<file path="src/rtl/core/rmq_pkg.sv">
package rmq_pkg;

    // Fixed field widths
    localparam int ELEM_W    = 16;
    localparam int NUM_W     = 17;
    localparam int RAD_W     = 17;
    localparam int SQ_STEPS  = 16;
    localparam int DIV_STEPS = 16;

    // Branch codes
    localparam logic [1:0] BR_TRACE = 2'd0;
    localparam logic [1:0] BR_X     = 2'd1;
    localparam logic [1:0] BR_Y     = 2'd2;
    localparam logic [1:0] BR_Z     = 2'd3;

    typedef logic signed [NUM_W-1:0] num_t;

    // Per-item data that rides along with the square root
    typedef struct packed {
        logic [1:0] br;
        logic       deg;
        num_t       n0;
        num_t       n1;
        num_t       n2;
    } side_t;

endpackage

</file>
<file path="src/rtl/core/rmq_sqrt.sv">
module rmq_sqrt
    import rmq_pkg::*;
(
    input  logic             clk,
    input  logic             rst_n,
    input  logic             adv,
    input  logic             in_vld,
    input  logic [RAD_W-1:0] rad,
    input  side_t            in_side,
    output logic             vld,
    output logic [15:0]      q,
    output side_t            side
);

    // One result bit per stage, two radicand bits consumed per stage
    logic        vld_reg  [SQ_STEPS];
    logic [31:0] v_reg    [SQ_STEPS];
    logic [17:0] rem_reg  [SQ_STEPS];
    logic [15:0] root_reg [SQ_STEPS];
    side_t       side_reg [SQ_STEPS];

    for (genvar s = 0; s < SQ_STEPS; s++)
    begin : g_step
        logic        vld_src;
        logic [31:0] v_src;
        logic [17:0] rem_src;
        logic [15:0] root_src;
        side_t       side_src;
        logic [19:0] rem_sh;
        logic [19:0] trial;
        logic [19:0] diff;
        logic        take;

        if (s == 0)
        begin : g_first
            assign vld_src  = in_vld;
            assign v_src    = {1'b0, rad, 14'b0};
            assign rem_src  = '0;
            assign root_src = '0;
            assign side_src = in_side;
        end
        else
        begin : g_next
            assign vld_src  = vld_reg[s-1];
            assign v_src    = v_reg[s-1];
            assign rem_src  = rem_reg[s-1];
            assign root_src = root_reg[s-1];
            assign side_src = side_reg[s-1];
        end

        // Trial subtraction of 4*root+1
        assign rem_sh = {rem_src, v_src[31-2*s -: 2]};
        assign trial  = {2'b00, root_src, 2'b01};
        assign diff   = rem_sh - trial;
        assign take   = (rem_sh >= trial);

        always_ff @(posedge clk or negedge rst_n)
        begin
            if (!rst_n)
            begin
                vld_reg[s] <= 1'b0;
            end
            else if (adv)
            begin
                vld_reg[s] <= vld_src;
            end
        end

        always_ff @(posedge clk)
        begin
            if (adv)
            begin
                v_reg[s]    <= v_src;
                rem_reg[s]  <= take ? diff[17:0] : rem_sh[17:0];
                root_reg[s] <= {root_src[14:0], take};
                side_reg[s] <= side_src;
            end
        end
    end

    assign vld  = vld_reg[SQ_STEPS-1];
    assign q    = root_reg[SQ_STEPS-1];
    assign side = side_reg[SQ_STEPS-1];

endmodule

</file>
<file path="config.mk">
export PLATFORM = sky130hd
export DESIGN_NAME = rmq_sqrt
export DESIGN_NICKNAME = d
export VERILOG_FILES = /design/src/rtl/core/rmq_pkg.sv /design/src/rtl/core/rmq_sqrt.sv
export SDC_FILE = /design/constraint.sdc
export NUM_CORES = 1
export LEC_CHECK = 0
export ABC_AREA = 1
export BUFFER_PORTS_ARGS = -buffer_cell sky130_fd_sc_hd__buf_2
export CORE_ASPECT_RATIO = 0.8
export CORE_MARGIN = 4
export CORE_UTILIZATION = 27
export CTS_CLUSTER_DIAMETER = 200
export DETAILED_ROUTE_END_ITERATION = 6
export PLACE_DENSITY = 0.42
export SLEW_MARGIN = 15
export SYNTH_ARGS = -nofsm -noshare
export SYNTH_HDL_FRONTEND = slang
export SYNTH_SLANG_ARGS = --single-unit
</file>
<file path="constraint.sdc">
create_clock -name clk -period 2.1 [get_ports clk]
set_clock_uncertainty 0.2 [all_clocks]
set_input_delay 0.42 -clock clk [delete_from_list [all_inputs] [get_ports clk]]
set_output_delay 0.42 -clock clk [all_outputs]
set_load 0.005 [all_outputs]
</file>
==> qor.txt <==
Outcome: finished, violations left
Failing checks: negative setup slack
Min Tclk post-route: 2290 ps
Cell taking the most area after synthesis: edfxtp_1
Worst-margin pin slew: 754 ps
Die width: 498 um
Total grt overflow: 0
Top Ports: 146
Ys Warns: 0
Final Instance Count excl. Fillers: 7418
Tcrit/Tclk final: 109%
PortBufs: 145
Max reg flops: 864
Power Dens Cells: 941 mW/mm^2
Row count: 143
Post-route ant nets: 0
Top FF cell, synth: edfxtp_1
Antenna violations before repair: 1
Setup crit end kind: flop
Slowest stage delay, CP: 390 ps
First-pass GRT wire length: 170000 um
CTS tree: done
Total CTS buffers: 145
WS Path Type: reg -> reg
HPWL after DPL: 71700 um
Worst skew pair latency: 780 ps
#FFs+latches synth: 1328
Reg-to-Reg End: rem_reg[9][9]$_DFFE_PP_
Drt wl/cell: 14.5 um
CP startpoint kind: flop
Smallest hold slack: 145 ps
Unrepaired setup endpoints after global routing: yes
Post-layout util: 37.5%
Crit path to: rem_reg[9][9]$_DFFE_PP_
Worst hold path startpoint: in_side[34]
Post-synth top cells: edfxtp_1 (1312), nand2_1 (764), inv_1 (383)
Largest net degree at the start of global routing: 80
CTS root buf: clkbuf_16
Post-synth EDFFs: 1312
Layout area overhead: 37.6%
Final setup violation count: 184
Post-synth cell types: 60
Final Net Count: 4985
Internal: 50.4 mW
Clock Sinks: 1328
Sw Share: 25.0%
Tot GR Track Use: 10.8%
Fill count: 18300
Layout cell share with drive strength beyond 1: 37.3%
Worst setup margin: -187 ps
Slowest stage cell, crit path: edfxtp_1
Vias/cell: 4.07
Slew headroom: 49.6%
FMAX: 0.437 GHz
Routability cong.: 0.817
Die Area: 0.199 sq mm
Reg2Reg Setup Slack: -190 ps
Worst Path Required: 2370 ps
Syn_nets: 3870
Reg power frac: 48.5%
Clk pwr share: 37.7%
Initial Util: 27.2%
HP Class: in -> reg
Drt total wl: 108000 um
Worst R2R Path Depth: 11
Placed Cells: 6899
Setup TNS: -15980 ps
Syn Inst Count: 3650
CP Launch Point: rem_reg[8][0]$_DFFE_PP_
CP arrival: 2560 ps
Switching pwr: 16.8 mW
Combinational share of power: 13.8%
Setup WS pre-CTS: -314 ps
Max H-tree Level: 4
Post-synth top area share: 76.0%
Clock slew at reported path FFs: 60 ps
Vias in the first global route: 30400
First-pass DRT Iterations: 5
Fin. Hold Viols: 0
Die Span Y: 400 um
Synthesized area per cell: 14.2 sq um
CP dominant cell by count: nand2_1
Max_cap viols: 0
Design Power: 67.1 mW
Post-Syn Area: 0.0519 sq mm
Placed Area: 0.0606 sq mm
Crit Path Max Fanout: 7
Worst r2r src: rem_reg[8][0]$_DFFE_PP_
Peak VDD IR: 0.741 mV
Iteration-0 DRC Markers: 1552
Total vias in the final route: 30200
DRC violations left: 0
Fin area: 0.0713 sq mm
Slew Viols, Final: 0
Ys async rst share: 1.20%
P_leak: 27.8 nW
Placeable Area: 0.190 sq mm
CTS Buffer Depth: 3
Leading post-synthesis cells by cell area: edfxtp_1 (76%), nand2_1 (5.5%), ha_1 (3.4%)
Most instantiated library cell after synthesis: edfxtp_1
Sequential area share after synthesis: 76.7%
Crit path cell chain: ha_2 > fa_2 > nand3_2 > nand2_2 > nand2_1 > nand2_1 > nand2_1 > nand2_2 > nor2_4 > buf_8 > o21ai_2
==> power by group through the flow <==
stage	combinational, mW	sequential, mW	clock, mW
after detailed placement	7.42	33.1	0
after floorplan	3.76	32.7	0
after global placement	7.45	33.1	0
final	9.28	32.6	25.3
after CTS	8.56	32.6	26.5
after global routing	10.3	32.8	27.6
==> what timing repair did <==
action,in CTS,in global routing
setup buffers,106,71
pin swaps,158,181
cloned,19,1
hold buffers,76,0
setup endpoints to repair,238,250
gates resized for setup,502,390
hold endpoints to repair,180,0
==> cells by family (layout without fill, tap and decap cells) <==
family,count (synthesis),in the layout,synth area share (%)
xor gates and xnor gates,94,94,1.60
and+or+nand+nor,1371,1379,11.5
AOI/OAI and AO/OA,286,286,3.25
other,1,2,0.00723
muxes,2,2,0.0434
buffers and inverters,423,1645,3.32
DFF,1328,1328,76.7
adders and majority gates,145,145,3.59
==> metal layers <==
metal	GRT usage [%]	vias to the layer above	wire length, um
met5	0	-	0
met4	3.11	0	2430
met3	2.42	151	4140
met2	16.1	392	47100
met1	15.6	14500	54100
li1	-	15100	-
==> how the worst min path moves through the flow <==
stage,endpoint,cells after the start
floorplan,g_step[10].vld_src$_DFFE_PN0P_,0
detailed placement,vld$_DFFE_PN0P_,1
finish,side_reg[0][34]$_DFFE_PP_,2
CTS,side_reg[0][7]$_DFFE_PP_,2
global placement,vld$_DFFE_PN0P_,1
global route,side_reg[0][34]$_DFFE_PP_,2
==> layout by cell type (no fill, tap or decap), drive strengths merged, types with 105 or more instances in the layout <==
| cell type | synthesis | routed |
|---|---|---|
| o21ai | 105 | 105 |
| nand3 | 212 | 213 |
| edfxtp | 1312 | 1312 |
| inv | 395 | 399 |
| buf | 23 | 904 |
| nor2 | 251 | 251 |
| ha | 139 | 139 |
| clkbuf | 4 | 176 |
| nand2 | 791 | 798 |
| a21oi | 149 | 149 |
==> final cells by class <==
type / count / area [sq um] / share of cell area, %
inverter: 396 / 1570 / 2.19
antenna: 1 / 2.50 / 0.00351
sequential: 1328 / 39800 / 55.8
tap: 2537 / 3170 / 4.45
clock inverter: 86 / 1010 / 1.42
timing repair inverter: 7 / 105 / 0.147
multi-input combinational: 1907 / 13800 / 19.3
timing repair buffer: 980 / 8130 / 11.4
clock buffer: 176 / 3790 / 5.32
==> worst max-delay path, delay by kind of cell (launching register included) <==
kind,cells,cell delay [ps]
AND/OR/NAND/NOR,7,600
flip-flops,1,390
adder cells (fa/ha/maj),2,550
AO/OA/AOI/OAI,1,60
buffers and inverters,1,170
No activity file was read; power rests on OpenSTA's default activity.
