[src/rtl/core/rmq_pkg.sv]
package rmq_pkg;

    // Fixed field widths
    localparam int ELEM_W    = 16;
    localparam int NUM_W     = 17;
    localparam int RAD_W     = 17;
    localparam int SQ_STEPS  = 16;
    localparam int DIV_STEPS = 16;

    // Branch codes
    localparam logic [1:0] BR_TRACE = 2'd0;
    localparam logic [1:0] BR_X     = 2'd1;
    localparam logic [1:0] BR_Y     = 2'd2;
    localparam logic [1:0] BR_Z     = 2'd3;

    typedef logic signed [NUM_W-1:0] num_t;

    // Per-item data that rides along with the square root
    typedef struct packed {
        logic [1:0] br;
        logic       deg;
        num_t       n0;
        num_t       n1;
        num_t       n2;
    } side_t;

endpackage

[src/rtl/core/rmq_div.sv]
module rmq_div
    import rmq_pkg::*;
(
    input  logic               clk,
    input  logic               rst_n,
    input  logic               adv,
    input  logic               in_vld,
    input  logic [15:0]        in_q,
    input  side_t              in_side,
    output logic               vld,
    output logic [15:0]        q,
    output side_t              side,
    output logic signed [15:0] c0,
    output logic signed [15:0] c1,
    output logic signed [15:0] c2
);

    localparam int LANES = 3;

    // Stage 0 prepares the dividends, stages 1..DIV_STEPS each resolve one quotient bit
    logic        vld_reg  [DIV_STEPS+1];
    logic [15:0] q_reg    [DIV_STEPS+1];
    side_t       side_reg [DIV_STEPS+1];
    logic [29:0] p_reg    [LANES][DIV_STEPS+1];
    logic [15:0] quo_reg  [LANES][DIV_STEPS+1];
    logic        neg_reg  [LANES][DIV_STEPS+1];
    logic        ovf_reg  [LANES][DIV_STEPS+1];
    logic signed [15:0] res [LANES];
    num_t        num_in   [LANES];

    assign num_in[0] = in_side.n0;
    assign num_in[1] = in_side.n1;
    assign num_in[2] = in_side.n2;

    // Shared control and divisor
    for (genvar s = 0; s <= DIV_STEPS; s++)
    begin : g_ctl
        logic  vld_src;
        logic [15:0] q_src;
        side_t side_src;

        if (s == 0)
        begin : g_first
            assign vld_src  = in_vld;
            assign q_src    = in_q;
            assign side_src = in_side;
        end
        else
        begin : g_next
            assign vld_src  = vld_reg[s-1];
            assign q_src    = q_reg[s-1];
            assign side_src = side_reg[s-1];
        end

        always_ff @(posedge clk or negedge rst_n)
        begin
            if (!rst_n)
            begin
                vld_reg[s] <= 1'b0;
            end
            else if (adv)
            begin
                vld_reg[s] <= vld_src;
            end
        end

        always_ff @(posedge clk)
        begin
            if (adv)
            begin
                q_reg[s]    <= q_src;
                side_reg[s] <= side_src;
            end
        end
    end

    for (genvar j = 0; j < LANES; j++)
    begin : g_lane
        logic [NUM_W-1:0] mag;
        logic [29:0]      dvd;

        // Magnitude scaled by 2^13 plus half the divisor for rounding
        assign mag = num_in[j][NUM_W-1] ? (~num_in[j] + 1'b1) : num_in[j];
        assign dvd = {mag, 13'b0} + {15'b0, in_q[15:1]};

        always_ff @(posedge clk)
        begin
            if (adv)
            begin
                p_reg[j][0]   <= dvd;
                quo_reg[j][0] <= '0;
                neg_reg[j][0] <= num_in[j][NUM_W-1];
                ovf_reg[j][0] <= ({2'b00, dvd} >= {in_q, 16'b0});
            end
        end

        for (genvar s = 1; s <= DIV_STEPS; s++)
        begin : g_step
            localparam int K = DIV_STEPS - s;
            logic [31:0] sub;
            logic        take;

            assign sub  = {16'b0, q_reg[s-1]} << K;
            assign take = ({2'b00, p_reg[j][s-1]} >= sub);

            always_ff @(posedge clk)
            begin
                if (adv)
                begin
                    p_reg[j][s]   <= take ? (p_reg[j][s-1] - sub[29:0]) : p_reg[j][s-1];
                    quo_reg[j][s] <= quo_reg[j][s-1] | ({15'b0, take} << K);
                    neg_reg[j][s] <= neg_reg[j][s-1];
                    ovf_reg[j][s] <= ovf_reg[j][s-1];
                end
            end
        end

        // Sign and saturation
        always_comb
        begin
            if (neg_reg[j][DIV_STEPS])
            begin
                if (ovf_reg[j][DIV_STEPS] || quo_reg[j][DIV_STEPS] > 16'd32768)
                begin
                    res[j] = 16'sh8000;
                end
                else
                begin
                    res[j] = ~quo_reg[j][DIV_STEPS] + 16'd1;
                end
            end
            else
            begin
                if (ovf_reg[j][DIV_STEPS] || quo_reg[j][DIV_STEPS][15])
                begin
                    res[j] = 16'sh7FFF;
                end
                else
                begin
                    res[j] = quo_reg[j][DIV_STEPS];
                end
            end
        end
    end

    assign vld  = vld_reg[DIV_STEPS];
    assign q    = q_reg[DIV_STEPS];
    assign side = side_reg[DIV_STEPS];
    assign c0   = res[0];
    assign c1   = res[1];
    assign c2   = res[2];

endmodule

[config.mk]
export PLATFORM = sky130hd
export DESIGN_NAME = rmq_div
export DESIGN_NICKNAME = d
export VERILOG_FILES = /design/src/rtl/core/rmq_pkg.sv /design/src/rtl/core/rmq_div.sv
export SDC_FILE = /design/constraint.sdc
export NUM_CORES = 2
export LEC_CHECK = 0
export BUFFER_PORTS_ARGS = -buffer_cell sky130_fd_sc_hd__buf_2
export CORE_ASPECT_RATIO = 0.6
export CORE_MARGIN = 3
export CORE_UTILIZATION = 35
export DETAILED_ROUTE_END_ITERATION = 8
export SYNTH_ARGS = -nofsm -noshare
export SYNTH_HDL_FRONTEND = slang
export SYNTH_SLANG_ARGS = --single-unit
[constraint.sdc]
create_clock -name clk -period 4.1 [get_ports clk]
set_input_delay 0.41 -clock clk [delete_from_list [all_inputs] [get_ports clk]]
set_output_delay 0.41 -clock clk [all_outputs]
set_load 0.01 [all_outputs]
==> results.md <==
* Inserted Clock Buffers at 272
* First-pass DRT Iterations at 6
* Final net count at 12400
* Compound-Gate Fraction of Synth Area at 10.9%
* Max Slew Vio Count at 0
* Yosys warns at 0
* Critical path fanouts, max at 3
* Hold slack final at 135 ps
* Status: complete, but fails checks
* Drt wl/cell at 22.2 um
* Largest cells by area after synthesis: edfxtp_1, ha_1, xnor2_1
* Final Cycle Share at 116%
* Kind of critical path: reg2out
* Synth unique cells at 100
* Worst-path clk slew at 60 ps
* Period minus WS final at 4770 ps
* Synth-to-layout area growth at 16.8%
* VDD IR max at 0.000358 V
* CTS tree: done
* Syn nets at 11400
* Worst-margin pin slew at 1360 ps
* Starting DRT DRC Count at 10900
* Post-synth EDFFs at 2699
* Number of global-route vias before repair at 79900
* Main combinational cell family by area after synthesis: compound AO/OA/AOI/OAI gates
* Die height at 484 um
* CTS max path bufs at 4
* Leakage at 58.4 nW
* Endpoint class of the critical path: primary output
* Via count at 88100
* Data arrival, critical path at 4360 ps
* Non-filler instance count after layout at 16700
* Final worst slack at -666 ps
* Gpl congestion at 0.950
* Layout Skew at 92.3 ps
* Largest net degree at the start of global routing at 169
* Adder-cell share of the synthesized area at 8.15%
* Die ar. at 0.389 mm^2
* Hold Crit Class: in2reg
* Fmax at 210 MHz
* Multi-input gate area at 0.0503 mm^2
* Fillers at 34900
* Synth area leader: edfxtp_1
* Post-synth top area share at 60.7%
* Drc violations at 0
* Core area at 0.377 mm^2
* First-pass GRT wire length at 540 mm
* Post-Synth XOR/XNOR Area at 5.76%
* Final setup fails at 39
* Synth Area in Simple Gates at 10.4%
* Max reg flops at 1180
* Synth cell count leaders: edfxtp_1, ha_1, nand2_1
* Ports at 193
* PD cells at 642 mW/mm^2
* Slew HR at 8.81%
* Drt total wl at 371 mm
* Startpoint type of the worst setup path: register
* Max cap viols at 0
* Sequential share of the synthesized area at 61.0%
* Die width at 803 um
* Share of layout cells above drive strength 1 at 13.6%
* GR Util All Layers at 18.4%
* Clock root buffer: clkbuf_16
* Initial antenna violation count at 18
* H-tree level count at 5
* GR Overflow Total at 0
* RSZ-0062 raised after global routing: true
* Clock latency on the worst-skew pair at 880 ps
* Top-count cell post-synth: edfxtp_1
* # rows at 174
* CP required at 3690 ps
* Initial Util at 35.4%
* Post-detail-place hpwl at 286 mm
* Synth async-reset ratio at 0.626%
* Failing checks: setup timing
* Syn Std Cell Area at 0.133 mm^2
* Clock sink total at 2716
* Post-synthesis mux area share at 1.68%
* Avg Vias per Cell at 5.27
* #FFs+latches synth at 2716
* FF/Latch Area at 0.0815 mm^2
* DRT antenna net count at 0
* Placed insts at 16100
* Port Buf Inserts at 192
* Post-Synthesis Cells at 10500
* Commonest register cell after synthesis: edfxtp_1
* Avg Inst Size Synth at 12.7 um^2
* Final hold viol count at 0
[kinds of logic (layout without fill, tap and decap cells)]
group                      Yosys count  in the layout
xor gates and xnor gates           878            878
AOI/OAI and AO/OA                 2330           2330
adders and majority gates          841            841
DFF                               2716           2716
buffers and inverters              717           1898
muxes                              202            202
other                                0              3
and+or+nand+nor                   2812           2814
[timing repair]
action                                  in CTS  in global routing
endpoints found under the setup margin      47                 52
setup buffers                               39                 20
resized for setup                          170                 95
gates cloned                                 2                  2
endpoints found under the hold margin       92                  0
pin swaps                                   33                 47
hold buffers                                73                  0
[cells in the final DEF, fill, tap and decap left out, types with 48 or more instances in the layout]
cell type	netlist	layout
buf_6	2	48
or4_1	52	50
a211oi_1	60	59
nand2b_1	154	153
nand2_1	751	740
nor2b_1	141	138
nand3_1	171	167
o21ai_0	624	592
o31ai_1	89	86
buf_4	2	559
ha_1	793	790
xnor2_1	454	453
nor3_1	230	226
nor4_1	129	124
and3_1	54	54
o21a_1	119	119
a21oi_1	687	683
inv_1	522	516
or3_1	99	82
mux2_2	165	165
edfxtp_1	2699	2699
a21o_1	251	251
a31oi_1	72	70
o21bai_1	52	50
xor2_1	424	424
buf_2	14	163
dlygate4sd3_1	0	73
clkbuf_1	160	49
nor2_1	679	678
clkinv_1	2	51
clkbuf_16	0	278
nand4_1	128	128
[stage by stage]
step / power, W / utilization, % / TNS, ps / setup slack, ps / area (um^2)
after floorplan: 0.0630 / - / 0 / 2.93 / 133000
after global placement: 0.0744 / 38.4 / -874 / -391 / 145000
after detailed placement: 0.0745 / 38.4 / -1030 / -407 / 145000
after global routing: 0.106 / 41.3 / -21780 / -834 / 156000
after CTS: 0.100 / 41.2 / -16920 / -680 / 155000
final: 0.100 / 41.3 / -14130 / -666 / 156000
[final timing paths]
path,from,endpoint,slack (ps),depth (start not counted)
setup / recovery,quo_reg[1][1],c1[15],-670,12
hold / removal,in_side[50],side_reg[0][50],130,2
setup reg to reg,p_reg[1][402],p_reg[1][385],210,15
hold reg to reg,side_reg[0][523],side_reg[0][577],360,0
max in group asynchronous,rst_n,g_ctl[5].vld_src,2960,3
min in group asynchronous,rst_n,vld,670,3
[layer usage]
layer  track usage, %  routed length (um)
met5                0                  18
met3             5.81               42500
met2             21.0              125000
met4             2.97                5730
met1             32.0              197000
[worst max-delay path, cell delays in order, from the launching register on]
cell	delay, ps
edfxtp_1	440
buf_6	150
or3_4	400
or3_4	360
or3_4	350
or3_4	340
or3_4	350
or3_4	370
nor3_4	130
xor2_1	180
a21boi_1	90
buf_4	160
buf_2	140
[final cells by class]
type	instances	area share, %
Multi-Input combinational cell	7065	32.2
Tap cell	5016	4.03
Clock inverter	157	1.04
Inverter	529	1.28
Antenna cell	3	0.00482
Clock buffer	325	4.55
Sequential cell	2716	52.3
Timing Repair Buffer	887	4.60
[power by group]
group | switching (W) | internal [W]
Clock | 0.0110 | 0.0140
Combinational | 0.0189 | 0.0143
Sequential | 0.00397 | 0.0379
Note: power is estimated with default switching activity, not from simulation.
