## src/rtl/core/rmq_pkg.sv

```systemverilog
package rmq_pkg;

    // Fixed field widths
    localparam int ELEM_W    = 16;
    localparam int NUM_W     = 17;
    localparam int RAD_W     = 17;
    localparam int SQ_STEPS  = 16;
    localparam int DIV_STEPS = 16;

    // Branch codes
    localparam logic [1:0] BR_TRACE = 2'd0;
    localparam logic [1:0] BR_X     = 2'd1;
    localparam logic [1:0] BR_Y     = 2'd2;
    localparam logic [1:0] BR_Z     = 2'd3;

    typedef logic signed [NUM_W-1:0] num_t;

    // Per-item data that rides along with the square root
    typedef struct packed {
        logic [1:0] br;
        logic       deg;
        num_t       n0;
        num_t       n1;
        num_t       n2;
    } side_t;

endpackage

```

## src/rtl/core/rmq_front.sv

```systemverilog
module rmq_front
    import rmq_pkg::*;
(
    input  logic               clk,
    input  logic               rst_n,
    input  logic               adv,
    input  logic               in_vld,
    input  logic signed [15:0] r00,
    input  logic signed [15:0] r01,
    input  logic signed [15:0] r02,
    input  logic signed [15:0] r10,
    input  logic signed [15:0] r11,
    input  logic signed [15:0] r12,
    input  logic signed [15:0] r20,
    input  logic signed [15:0] r21,
    input  logic signed [15:0] r22,
    output logic               vld,
    output logic [RAD_W-1:0]   rad,
    output side_t              side
);

    logic signed [18:0] e00, e11, e22;
    logic signed [18:0] trace;
    logic signed [18:0] rad_s;
    logic [1:0]         br;
    logic               deg;
    num_t               d21_12, d02_20, d10_01, s01_10, s02_20, s12_21;
    side_t              side_next;
    logic [RAD_W-1:0]   rad_next;
    logic               vld_reg;
    logic [RAD_W-1:0]   rad_reg;
    side_t              side_reg;

    assign e00 = {{3{r00[15]}}, r00};
    assign e11 = {{3{r11[15]}}, r11};
    assign e22 = {{3{r22[15]}}, r22};
    assign trace = e00 + e11 + e22;

    // Off-diagonal sums and differences
    assign d21_12 = {r21[15], r21} - {r12[15], r12};
    assign d02_20 = {r02[15], r02} - {r20[15], r20};
    assign d10_01 = {r10[15], r10} - {r01[15], r01};
    assign s01_10 = {r01[15], r01} + {r10[15], r10};
    assign s02_20 = {r02[15], r02} + {r20[15], r20};
    assign s12_21 = {r12[15], r12} + {r21[15], r21};

    // Branch pick and radicand; numerators packed in w,x,y,z order minus the diagonal
    always_comb
    begin
        side_next = '0;
        if (trace > 19'sd0)
        begin
            br    = BR_TRACE;
            rad_s = 19'sd16384 + trace;
            side_next.n0 = d21_12;
            side_next.n1 = d02_20;
            side_next.n2 = d10_01;
        end
        else if (r00 > r11 && r00 > r22)
        begin
            br    = BR_X;
            rad_s = 19'sd16384 + e00 - e11 - e22;
            side_next.n0 = d21_12;
            side_next.n1 = s01_10;
            side_next.n2 = s02_20;
        end
        else if (r11 > r22)
        begin
            br    = BR_Y;
            rad_s = 19'sd16384 + e11 - e00 - e22;
            side_next.n0 = d02_20;
            side_next.n1 = s01_10;
            side_next.n2 = s12_21;
        end
        else
        begin
            br    = BR_Z;
            rad_s = 19'sd16384 + e22 - e00 - e11;
            side_next.n0 = d10_01;
            side_next.n1 = s02_20;
            side_next.n2 = s12_21;
        end
        deg = rad_s[18] || (rad_s == 19'sd0);
        side_next.br  = br;
        side_next.deg = deg;
        rad_next = deg ? '0 : rad_s[RAD_W-1:0];
    end

    // Stage register
    always_ff @(posedge clk or negedge rst_n)
    begin
        if (!rst_n)
        begin
            vld_reg <= 1'b0;
        end
        else if (adv)
        begin
            vld_reg <= in_vld;
        end
    end

    always_ff @(posedge clk)
    begin
        if (adv)
        begin
            rad_reg  <= rad_next;
            side_reg <= side_next;
        end
    end

    assign vld  = vld_reg;
    assign rad  = rad_reg;
    assign side = side_reg;

endmodule

```

## config.mk

```make
export PLATFORM = sky130hd
export DESIGN_NAME = rmq_front
export DESIGN_NICKNAME = d
export VERILOG_FILES = /design/src/rtl/core/rmq_pkg.sv /design/src/rtl/core/rmq_front.sv
export SDC_FILE = /design/constraint.sdc
export NUM_CORES = 1
export LEC_CHECK = 0
export BUFFER_PORTS_ARGS = -buffer_cell sky130_fd_sc_hd__buf_2
export CAP_MARGIN = 10
export CORE_ASPECT_RATIO = 1.5
export CORE_MARGIN = 10
export CORE_UTILIZATION = 45
export DETAILED_ROUTE_END_ITERATION = 7
export PLACE_DENSITY = 0.65
export SYNTH_ARGS = -nofsm -noshare
export SYNTH_HDL_FRONTEND = slang
export SYNTH_SLANG_ARGS = --single-unit
export TNS_END_PERCENT = 5
```

## constraint.sdc

```tcl
create_clock -name clk -period 1.2 [get_ports clk]
set_input_delay 0.12 -clock clk [delete_from_list [all_inputs] [get_ports clk]]
set_output_delay 0.12 -clock clk [all_outputs]
set_load 0.02 [all_outputs]
```

==> results of run 1 <==
==> worst max path at each step <==
stage	start	endpoint	slack (ps)	cells past startpoint
6_report	r00[3]	side[51]	-3060	21
3_3_place_gp	r00[1]	side[19]	-3500	23
5_1_grt	r00[3]	side[51]	-3250	21
4_1_cts	r00[2]	side[51]	-2930	21
3_5_place_dp	r00[1]	side[19]	-3560	23
2_1_floorplan	r22[2]	side[14]	-3010	19
==> cell usage after synthesis, types with 8 or more instances <==
| library cell | n |
|---|---|
| a21oi_1 | 123 |
| o31ai_1 | 25 |
| o21bai_1 | 19 |
| nand2b_1 | 12 |
| a221oi_1 | 8 |
| fa_1 | 78 |
| and2_1 | 8 |
| buf_2 | 10 |
| nor2b_1 | 39 |
| clkbuf_1 | 37 |
| edfxtp_1 | 71 |
| or3_1 | 14 |
| and3_1 | 15 |
| a21o_1 | 21 |
| nor2_1 | 125 |
| o21a_1 | 24 |
| nand3_1 | 31 |
| o211ai_1 | 22 |
| xnor2_1 | 79 |
| ha_1 | 294 |
| a31oi_1 | 15 |
| xor2_1 | 34 |
| inv_1 | 219 |
| a211oi_1 | 15 |
| o21ai_0 | 104 |
| nand2_1 | 112 |
| nor4_1 | 8 |
| mux2i_1 | 33 |
| nor3_1 | 45 |
==> routing by layer <==
layer,share of wire (%),GRT usage (%)
met1,37,26.3
met2,53,49.7
met3,3.8,2.85
met4,6.5,15.7
met5,0,0
==> area by class of cell <==
| cell class | count | area, sq um | share of cell area [%] |
|---|---|---|---|
| timing repair buffer | 830 | 5850 | 26.9 |
| sequential | 72 | 2160 | 9.93 |
| tap | 415 | 519 | 2.39 |
| multi-input combinational | 1420 | 12100 | 55.5 |
| inverter | 220 | 836 | 3.85 |
| clock inverter | 6 | 85.1 | 0.392 |
| clock buffer | 9 | 225 | 1.04 |
==> cell families after synthesis <==
| logic type | Yosys count | share of synthesized area, % |
|---|---|---|
| compound gates | 452 | 19.6 |
| simple gates | 445 | 14.4 |
| fa+ha+maj | 372 | 35.2 |
| buf+inv | 271 | 6.98 |
| xor+xnor | 114 | 6.76 |
| flops | 72 | 14.5 |
| mux | 37 | 2.52 |
==> cell usage in the layout (no fill, tap or decap), types with 34 or more instances in the layout <==
master    Yosys  final
ha_1        294    290
inv_1       219    215
xor2_1       34     34
nor2_1      125    119
xnor2_1      79     78
edfxtp_1     71     71
nor2b_1      39     38
buf_4         0    590
fa_1         78     74
nor3_1       45     43
nand2_1     112    101
buf_2        10    217
o21ai_0     104     73
a21oi_1     123    115
==> where the power goes <==
part           total [mW]  internal, mW  leakage (nW)  switching, mW
Combinational        19.4          9.29          10.2           10.1
Clock                2.92          1.80         0.149           1.12
Sequential           4.20          3.75         0.704          0.441
Total                26.5          14.8          11.1           11.7
==> stage by stage <==
stage	std cells	hold WS, ps
floorplan	1763	-176
global placement	2939	-106
detailed placement	2939	-103
CTS	2965	60.4
global route	2972	92.2
finish	2972	73.0
==> repair_timing <==
| action | 4_1_cts | 5_1_grt |
|---|---|---|
| buffers inserted | 9 | 6 |
| pin swaps | 7 | 14 |
| gates cloned | 0 | 1 |
| hold buffers | 2 | 0 |
| setup endpoints to repair | 71 | 71 |
| endpoints found under the hold margin | 2 | 0 |
| resized for setup | 61 | 63 |
==> out/results.ini, run 1 <==
[sta]
setup_viol=71
relSlewSlack_pct=55.8
period_needed_ps=4260
tightest_slew_ps=647
finalHoldViolCount=0
finalClockSkew_ps=0
rsz0062_at_grt=true
slew_viol_final=0
fmax_mhz=235
setup-tns-final_ps=-200040
finalCritPeriodShare_pct=355
setup_ws_ps=-3060

[critical_path]
critPathMaxStageDelay_ps=540
r2r_end=vld
r2r_start=vld
critical_path_class=in -> reg
crit_required_ps=1410
worstSetupStartpointType=input pin
endpoint_kind=register
worst_path_dominant_cell_family=simple AND/OR/NAND/NOR gates
path_buf_inv=2
arrival_ps=4480
critPathSlowestCell=fa_1
crit_fanout=5
r2r_cells=1
worstPathCellList=buf_2 -> fa_1 -> ha_1 -> o21ai_2 -> o221ai_2 -> a21oi_2 -> nor4_2 -> o21a_1 -> o21a_1 -> nor2_2 -> xnor2_2 -> inv_1 -> ha_2 -> nand2_2 -> or4_4 -> or4_4 -> and2_4 -> nor3_1 -> a31oi_1 -> nor4_1 -> a41o_1
r2r_slack_ps=470

[pwr]
finalPower_mw=26.5
leakage_nw=11.1
p_per_area_nw_per_um2=1220
ir_worst_vdd_mv=0.850

[run_status]
outcome=finished, violations left
failed_checks=negative setup slack

[routing]
drc=0
drtPass1Iterations=5
wl_per_cell_microns=18.5
wl_mm=55.0
vias=15600
ant_nets=0
viasPerCell=5.26
drtIter0Drc=681

[logic_synthesis]
syn-num-nets=2283
netlist.top_cell.by_area=ha_1
synth.top_cell.area_share_pct=24.7
synthesis.area_sq_um=14900
synth_warnings=0
synthCells=1763
synthTopCellsByArea=ha_1 (25%), edfxtp_1 (14%), fa_1 (10%), inv_1 (5.5%), xnor2_1 (4.7%)
synth_edf_count=71
ys_seq_area_share_pct=14.5
synthArstFlopShare_pct=1.39
synth_seq_cells=72
synth_ff_type=edfxtp_1
avgSynthCellArea_sq_um=8.44
synth_cell_type_count=79

[layout]
finish.instance_area_sq_um=21700
drive_gt1_share_pct=36.8
num_antenna_cells=0
fin_util_pct=66.6
fin_nets=3073
nFillCells=2847
syn2layout_area_growth_pct=46.0
largest_register_ffs=54

[clocking]
cts_tree=built
clk_pin_slew_worst_paths_ps=60
root_buffer=clkbuf_16
clock_path_buffers=2
numCtsBuffers=9
cts_max_level=3
clk_latency_ps=350
cts.sinks=72

[place]
portBuffers=219
postPlaceCellArea_sq_um=20900
hpwlAfterDp_mm=47.9
gp_congestion=0.965
place_ws_ps=-3560

[floorplan]
die_area_sq_um=40900
coreArea_sq_um=32600
die_h_microns=243
start_util_pct=45.6
io_pins=220
die_x_microns=168
rows=81

[grt]
overflow=0
grt_max_degree=42
grt_pass1_vias=16600
antenna_found_initial=0
grt_pass1_wl_mm=85.6
grt_usage_pct=26.1

[worst_hold_path]
holdCritPathClass=in -> async

[job]
max_cap_violations=0

Power figures use the tool's default switching activity.
==> run 2: changes to the inputs <==
--- a/config.mk
+++ b/config.mk
@@ -15,4 +15,3 @@
 export SYNTH_ARGS = -nofsm -noshare
 export SYNTH_HDL_FRONTEND = slang
 export SYNTH_SLANG_ARGS = --single-unit
-export TNS_END_PERCENT = 5
==> constraint.sdc (replaced) <==
create_clock -name clk -period 4.8 [get_ports clk]
set_input_delay 0.48 -clock clk [delete_from_list [all_inputs] [get_ports clk]]
set_output_delay 0.48 -clock clk [all_outputs]
set_load 0.02 [all_outputs]
==> out/results.ini, run 2 (same netlist as run 1, synthesis figures left out) <==
[layout]
num_antenna_cells=0  ; unchanged
ff_latch_area_sq_um=2160  ; unchanged
syn2layout_area_growth_pct=23.5  ; was 46.0%
fin_util_pct=56.3  ; was 66.6%
fin_nets=2669  ; was 3073
multi_input_area_sq_um=11900  ; was 12100 sq um
final_common_cell=ha_1  ; was buf_4
largest_register_ffs=54  ; unchanged
drive_gt1_share_pct=22.8  ; was 36.8%
nFillCells=3076  ; was 2847
final_cell_mix=ha_1 (291), inv_1 (218), buf_2 (218)  ; was buf_4 (590), ha_1 (290), buf_2 (217)

[place]
hpwlAfterDp_mm=43.8  ; was 47.9 mm
portBuffers=219  ; unchanged
gp_congestion=0.996  ; was 0.965

[pwr]
p_comb_share_pct=69.8  ; was 73.2%
clock_power_share_pct=12.2  ; was 11.0%
p_sw_share_pct=47.1  ; was 44.0%
leakage_nw=9.05  ; was 11.1 nW
internal_power_mw=3.03  ; was 14.8 mW
seq_power_share_pct=17.9  ; was 15.8%
ir_worst_vdd_mv=0.159  ; was 0.850 mV
p_per_area_nw_per_um2=312  ; was 1220 nW/um^2
p_sw_mw=2.70  ; was 11.7 mW

[grt]
grt_max_degree=73  ; was 42
antenna_found_initial=0  ; unchanged
grt_usage_pct=24.0  ; was 26.1%
overflow=0  ; unchanged
grt_pass1_wl_mm=78.4  ; was 85.6 mm
grt_pass1_vias=14700  ; was 16600

[sta]
fmax_mhz=216
setup_viol=0  ; was 71
finalClockSkew_ps=0  ; unchanged
whs_ps=369  ; was 73.0 ps
setup-tns-final_ps=0  ; was -200040 ps
slew_viol_final=0  ; unchanged
finalHoldViolCount=0  ; unchanged
relSlewSlack_pct=30.7  ; was 55.8%
tightest_slew_ps=1040  ; was 647 ps
finalCritPeriodShare_pct=96.4
period_needed_ps=4630

[critical_path]
worst_path_dominant_cell_family=simple AND/OR/NAND/NOR gates  ; unchanged
worstSetupStartpointType=input pin  ; unchanged
startpoint=r00[3]  ; unchanged
critPathSlowestCell=fa_1  ; unchanged
crit_required_ps=4910  ; was 1410 ps
endpoint_kind=register  ; unchanged
worstPathCellList=buf_2 -> fa_1 -> ha_1 -> o21ai_1 -> o221ai_2 -> a21oi_2 -> nor4_2 -> o21a_1 -> o21a_1 -> nor2_2 -> xnor2_2 -> inv_1 -> ha_1 -> nand2_1 -> or4_4 -> or4_4 -> and2_4 -> buf_4 -> a31oi_1 -> nor4_2 -> a41o_1  ; was buf_2 -> fa_1 -> ha_1 -> o21ai_2 -> o221ai_2 -> a21oi_2 -> nor4_2 -> o21a_1 -> o21a_1 -> nor2_2 -> xnor2_2 -> inv_1 -> ha_2 -> nand2_2 -> or4_4 -> or4_4 -> and2_4 -> nor3_1 -> a31oi_1 -> nor4_1 -> a41o_1
r2r_slack_ps=4060  ; was 470 ps
r2r_cells=1  ; unchanged
r2r_start=vld  ; unchanged
arrival_ps=4730  ; was 4480 ps
critPathMaxStageDelay_ps=530  ; was 540 ps
crit_fanout=5  ; unchanged
r2r_end=vld  ; unchanged
path_buf_inv=3  ; was 2
critical_path_class=in -> reg  ; unchanged

[routing]
ant_nets=0  ; unchanged
vias=14000  ; was 15600
wl_per_cell_microns=19.8  ; was 18.5 microns
drtIter0Drc=814  ; was 681
drtPass1Iterations=5  ; unchanged
wl_mm=50.8  ; was 55.0 mm
viasPerCell=5.46  ; was 5.26
drc=0  ; unchanged

[clocking]
cts_max_level=3  ; unchanged
clk_latency_ps=350  ; about the same
cts_tree=built  ; unchanged
cts.sinks=72  ; unchanged
clock_path_buffers=2  ; unchanged
numCtsBuffers=9  ; unchanged
clk_pin_slew_worst_paths_ps=60  ; about the same
root_buffer=clkbuf_16  ; unchanged

[floorplan]
start_util_pct=45.6  ; unchanged
die_h_microns=243  ; unchanged
coreArea_sq_um=32600  ; unchanged
die_area_sq_um=40900  ; unchanged
rows=81  ; unchanged
io_pins=220  ; unchanged
die_x_microns=168  ; unchanged

[job]
max_cap_violations=0  ; unchanged

[worst_hold_path]
holdCritStartpoint=in_vld
worst_hold_path.endpoint=vld
holdCritPathClass=in -> reg  ; was in -> async
hold_depth=2

[run_status]
outcome=completed  ; was finished, violations left

[run 2: cell count changes in the layout (fill, tap and decap cells not counted), moves of 5 or more]
cell,delta
nand2_2,-8
o21ai_0,+28
o21ai_1,-22
a21oi_1,+6
nor2_1,+5
a21oi_2,-6
buf_6,-11
nand2_1,+10
buf_4,-388
o21ai_2,-6
[run 2: how the worst max path moves through the flow]
stage / to / slack (ps) / cells after the start
floorplan: side[14] / 3 / 21
global placement: side[19] / -300 / 21
detailed placement: side[51] / -330 / 21
CTS: side[51] / 20 / 21
global route: side[51] / -70 / 21
finish: side[51] / 170 / 21
[run 2: layer usage]
| metal | GRT usage (%) | vias to the layer above | share of wire, % |
|---|---|---|---|
| met4 | 12.3 | 0 | 5.1 |
| li1 | - | 6878 | - |
| met3 | 3.12 | 94 | 4.5 |
| met5 | 0 | - | 0 |
| met2 | 45.3 | 409 | 53 |
| met1 | 25.0 | 6640 | 37 |
[run 2: power groups by stage]
stage / combinational, mW / clock (mW) / sequential (mW)
after global placement: 3.84 / 0 / 1.04
after detailed placement: 3.88 / 0 / 1.04
final: 4.00 / 0.700 / 1.03
after CTS: 3.91 / 0.713 / 1.03
after floorplan: 2.18 / 0 / 1.20
after global routing: 4.36 / 0.734 / 1.04
[run 2: per-stage QoR]
stage	instance area (sq um)	power [mW]	std cells	setup WS [ps]
finish	18400	5.73	2569	175
global route	18400	6.13	2569	-72.4
CTS	18200	5.65	2565	23.1
detailed placement	17900	4.92	2548	-328
global placement	17900	4.88	2548	-302
floorplan	14900	3.39	1763	2.59
[run 2: what timing repair did]
action	4_1_cts	5_1_grt
setup buffers	0	4
endpoints found under the setup margin	0	67
hold endpoints to repair	1	0
gates resized for setup	0	24
hold buffers	1	0
[run 2: cell type report]
type | instances | share of cell area, %
Clock buffer | 9 | 1.23
Clock inverter | 7 | 0.415
Inverter | 220 | 4.49
Multi-Input combinational cell | 1420 | 64.5
Sequential cell | 72 | 11.7
Tap cell | 415 | 2.83
Timing Repair Buffer | 426 | 14.8
==> run 3: changes to the inputs <==
--- a/config.mk
+++ b/config.mk
@@ -5,13 +5,17 @@
 export SDC_FILE = /design/constraint.sdc
 export NUM_CORES = 1
 export LEC_CHECK = 0
+export ABC_AREA = 1
 export BUFFER_PORTS_ARGS = -buffer_cell sky130_fd_sc_hd__buf_2
 export CAP_MARGIN = 10
+export CELL_PAD_IN_SITES_DETAIL_PLACEMENT = 0
+export CELL_PAD_IN_SITES_GLOBAL_PLACEMENT = 1
 export CORE_ASPECT_RATIO = 1.5
 export CORE_MARGIN = 10
-export CORE_UTILIZATION = 45
+export CORE_UTILIZATION = 44
+export CTS_CLUSTER_SIZE = 25
 export DETAILED_ROUTE_END_ITERATION = 7
-export PLACE_DENSITY = 0.65
+export PLACE_DENSITY_LB_ADDON = 0.1
 export SYNTH_ARGS = -nofsm -noshare
 export SYNTH_HDL_FRONTEND = slang
 export SYNTH_SLANG_ARGS = --single-unit
==> out/results.ini, run 3 <==
[run_status]
outcome=completed  ; unchanged

[critical_path]
crit_path_frequent_cell=nand2_1
crit_fanout=15  ; was 5
crit_required_ps=4920  ; was 4910 ps
critical_path_class=in -> reg  ; unchanged
worstSetupStartpointType=input pin  ; unchanged
endpoint_kind=register  ; unchanged
critPathSlowestCell=fa_1  ; unchanged
critPathMaxStageDelay_ps=550  ; was 530 ps
arrival_ps=4520  ; was 4730 ps

[place]
postPlaceCellArea_sq_um=18100  ; was 17900 sq um
gp_congestion=0.962  ; was 0.996
hpwlAfterDp_mm=49.7  ; was 43.8 mm
placed_cells=2893  ; was 2548
portBuffers=219  ; unchanged

[floorplan]
rows=84  ; was 81
start_util_pct=44.8  ; was 45.6%
die_h_microns=252  ; was 243 microns
io_pins=220  ; unchanged
coreArea_sq_um=35200  ; was 32600 sq um
die_x_microns=175  ; was 168 microns
die_area_sq_um=44000  ; was 40900 sq um

[logic_synthesis]
avgSynthCellArea_sq_um=7.37  ; was 8.44 sq um
netlist.top_cell.by_area=ha_1  ; unchanged
synth_common_cells=nand2_1 (419), inv_1 (343), ha_1 (294)  ; was ha_1 (294), inv_1 (219), nor2_1 (125)
synth_seq_cells=72  ; unchanged
synth_warnings=0  ; unchanged
synth.most_common_cell=nand2_1  ; was ha_1
synthArstFlopShare_pct=1.39  ; unchanged
synthCells=2143  ; was 1763
synth.top_cell.area_share_pct=23.3  ; was 24.7%
synthesis.area_sq_um=15800  ; was 14900 sq um
synth_cell_type_count=58  ; was 79
ys_seq_area_share_pct=13.7  ; was 14.5%
syn-num-nets=2663  ; was 2283
synthTopCellsByArea=ha_1 (23%), edfxtp_1 (14%), nand2_1 (10%), fa_1 (9.9%), inv_1 (8.2%)  ; was ha_1 (25%), edfxtp_1 (14%), fa_1 (10%), inv_1 (5.5%), xnor2_1 (4.7%)
synth_edf_count=71  ; unchanged
synth_ff_type=edfxtp_1  ; unchanged

[sta]
period_needed_ps=4410  ; was 4630 ps
rsz0062_at_grt=false
setup-tns-final_ps=0  ; unchanged
finalHoldViolCount=0  ; unchanged
relSlewSlack_pct=50.0  ; was 30.7%
setup_viol=0  ; unchanged
tightest_slew_ps=743  ; was 1040 ps
finalCritPeriodShare_pct=91.8  ; was 96.4%
finalClockSkew_ps=0  ; unchanged
slew_viol_final=0  ; unchanged
fmax_mhz=227  ; was 216 MHz

[clocking]
clk_latency_ps=350  ; about the same
numCtsBuffers=9  ; unchanged
root_buffer=clkbuf_16  ; unchanged
clk_pin_slew_worst_paths_ps=60  ; about the same
cts_tree=built  ; unchanged
postCtsSetupBuffers=0  ; unchanged
cts_max_level=3  ; unchanged
cts.sinks=72  ; unchanged
clock_path_buffers=2  ; unchanged

[layout]
multi_input_area_sq_um=12000  ; was 11900 sq um
ff_latch_area_sq_um=2160  ; unchanged
syn2layout_area_growth_pct=17.1  ; was 23.5%
finish.instance_area_sq_um=18500  ; was 18400 sq um
drive_gt1_share_pct=17.2  ; was 22.8%
final_cell_mix=nand2_1 (419), inv_1 (343), ha_1 (294)  ; was ha_1 (291), inv_1 (218), buf_2 (218)
final_cells=2911  ; was 2569
final_common_cell=nand2_1  ; was ha_1
fin_util_pct=52.5  ; was 56.3%
nFillCells=3535  ; was 3076
largest_register_ffs=54  ; unchanged
fin_nets=2952  ; was 2669

[pwr]
leakage_nw=10.0  ; was 9.05 nW
p_per_area_nw_per_um2=345  ; was 312 nW/um^2
ir_worst_vdd_mv=0.221  ; was 0.159 mV
p_sw_share_pct=50.1  ; was 47.1%
finalPower_mw=6.38  ; was 5.73 mW
clock_power_share_pct=12.7  ; was 12.2%
seq_power_share_pct=16.4  ; was 17.9%
internal_power_mw=3.19  ; was 3.03 mW
p_sw_mw=3.20  ; was 2.70 mW
p_comb_share_pct=70.9  ; was 69.8%

[routing]
drtPass1Iterations=5  ; unchanged
drc=0  ; unchanged
drtIter0Drc=671  ; was 814
wl_per_cell_microns=19.4  ; was 19.8 microns
wl_mm=56.4  ; was 50.8 mm
vias=14900  ; was 14000
viasPerCell=5.12  ; was 5.46
ant_nets=0  ; unchanged

[grt]
overflow=0  ; unchanged
antenna_found_initial=1  ; was 0
grt_max_degree=53  ; was 73
grt_pass1_wl_mm=86.2  ; was 78.4 mm
grt_pass1_vias=16100  ; was 14700
grt_usage_pct=24.9  ; was 24.0%

[worst_hold_path]
holdCritPathClass=in -> reg  ; unchanged

[job]
max_cap_violations=0  ; unchanged

## run 3: cell types whose count changed after synthesis, sizes merged, moves of 23 or more
cell	previous run	this run
xnor2	80	20
nor2	125	167
o21a	24	1
mux2i	33	7
nand3	31	101
nand2	113	444
inv	220	355
xor2	34	93
a21oi	124	187
nor2b	39	0
nor3	45	14
## run 3: worst paths after layout
check,startpoint,to,slack [ps],depth (start not counted)
min in group asynchronous,rst_n,vld,420,2
hold reg to reg,vld,vld,510,1
setup / recovery,r00[4],rad[2],390,35
setup reg to reg,vld,vld,4060,1
hold / removal,in_vld,vld,360,2
max in group asynchronous,rst_n,vld,4290,2
## run 3: area by class of cell
class | instances | share of cell area [%]
Tap cell | 473 | 3.20
Multi-Input combinational cell | 1662 | 65.0
Clock buffer | 11 | 1.31
Sequential cell | 72 | 11.7
Antenna cell | 1 | 0.0135
Clock inverter | 5 | 0.562
Inverter | 357 | 7.29
Timing Repair Buffer | 330 | 11.0
## run 3: critical path, delay by kind of cell
family / cells / cell delay [ps]
AND/OR/NAND/NOR: 25 / 2270
buffers and inverters: 7 / 740
adder cells (fa/ha/maj): 3 / 1040
## run 3: logic make-up (layout without fill, tap and decap cells)
group	after synthesis	count (layout)	synth area share, %
flops	72	72	13.7
compound gates	394	394	14.1
fa+ha+maj	372	372	33.2
buf+inv	409	703	10.3
simple gates	775	775	21.9
mux	8	8	0.515
other cells	0	1	0
xor+xnor	113	113	6.27
## run 3: stage by stage
step	hold WS, ps	worst slack (ps)
2_1_floorplan	184	508
3_5_place_dp	258	-20.6
6_report	356	394
3_3_place_gp	254	51.1
5_1_grt	357	3.11
4_1_cts	348	337
## run 3: power groups by stage
stage | logic (mW) | clock network (mW) | registers [mW]
5_1_grt | 4.98 | 0.834 | 1.06
4_1_cts | 4.53 | 0.819 | 1.05
3_5_place_dp | 4.51 | 0 | 1.06
2_1_floorplan | 2.60 | 0 | 1.30
6_report | 4.52 | 0.807 | 1.05
3_3_place_gp | 4.48 | 0 | 1.06
## run 3: metal layers
layer / up-vias / track usage (%) / part of all wire (%)
met2: 330 / 51.1 / 57
met3: 106 / 1.97 / 2.6
met5: - / 0 / 0
met4: 0 / 13.6 / 5.5
met1: 6959 / 23.2 / 35
li1: 7509 / - / -
## run 3: what timing repair did
action / CTS / global route
endpoints found under the hold margin: 1 / 0
hold buffers: 1 / 0
resized for setup: 0 / 4
endpoints found under the setup margin: 0 / 12
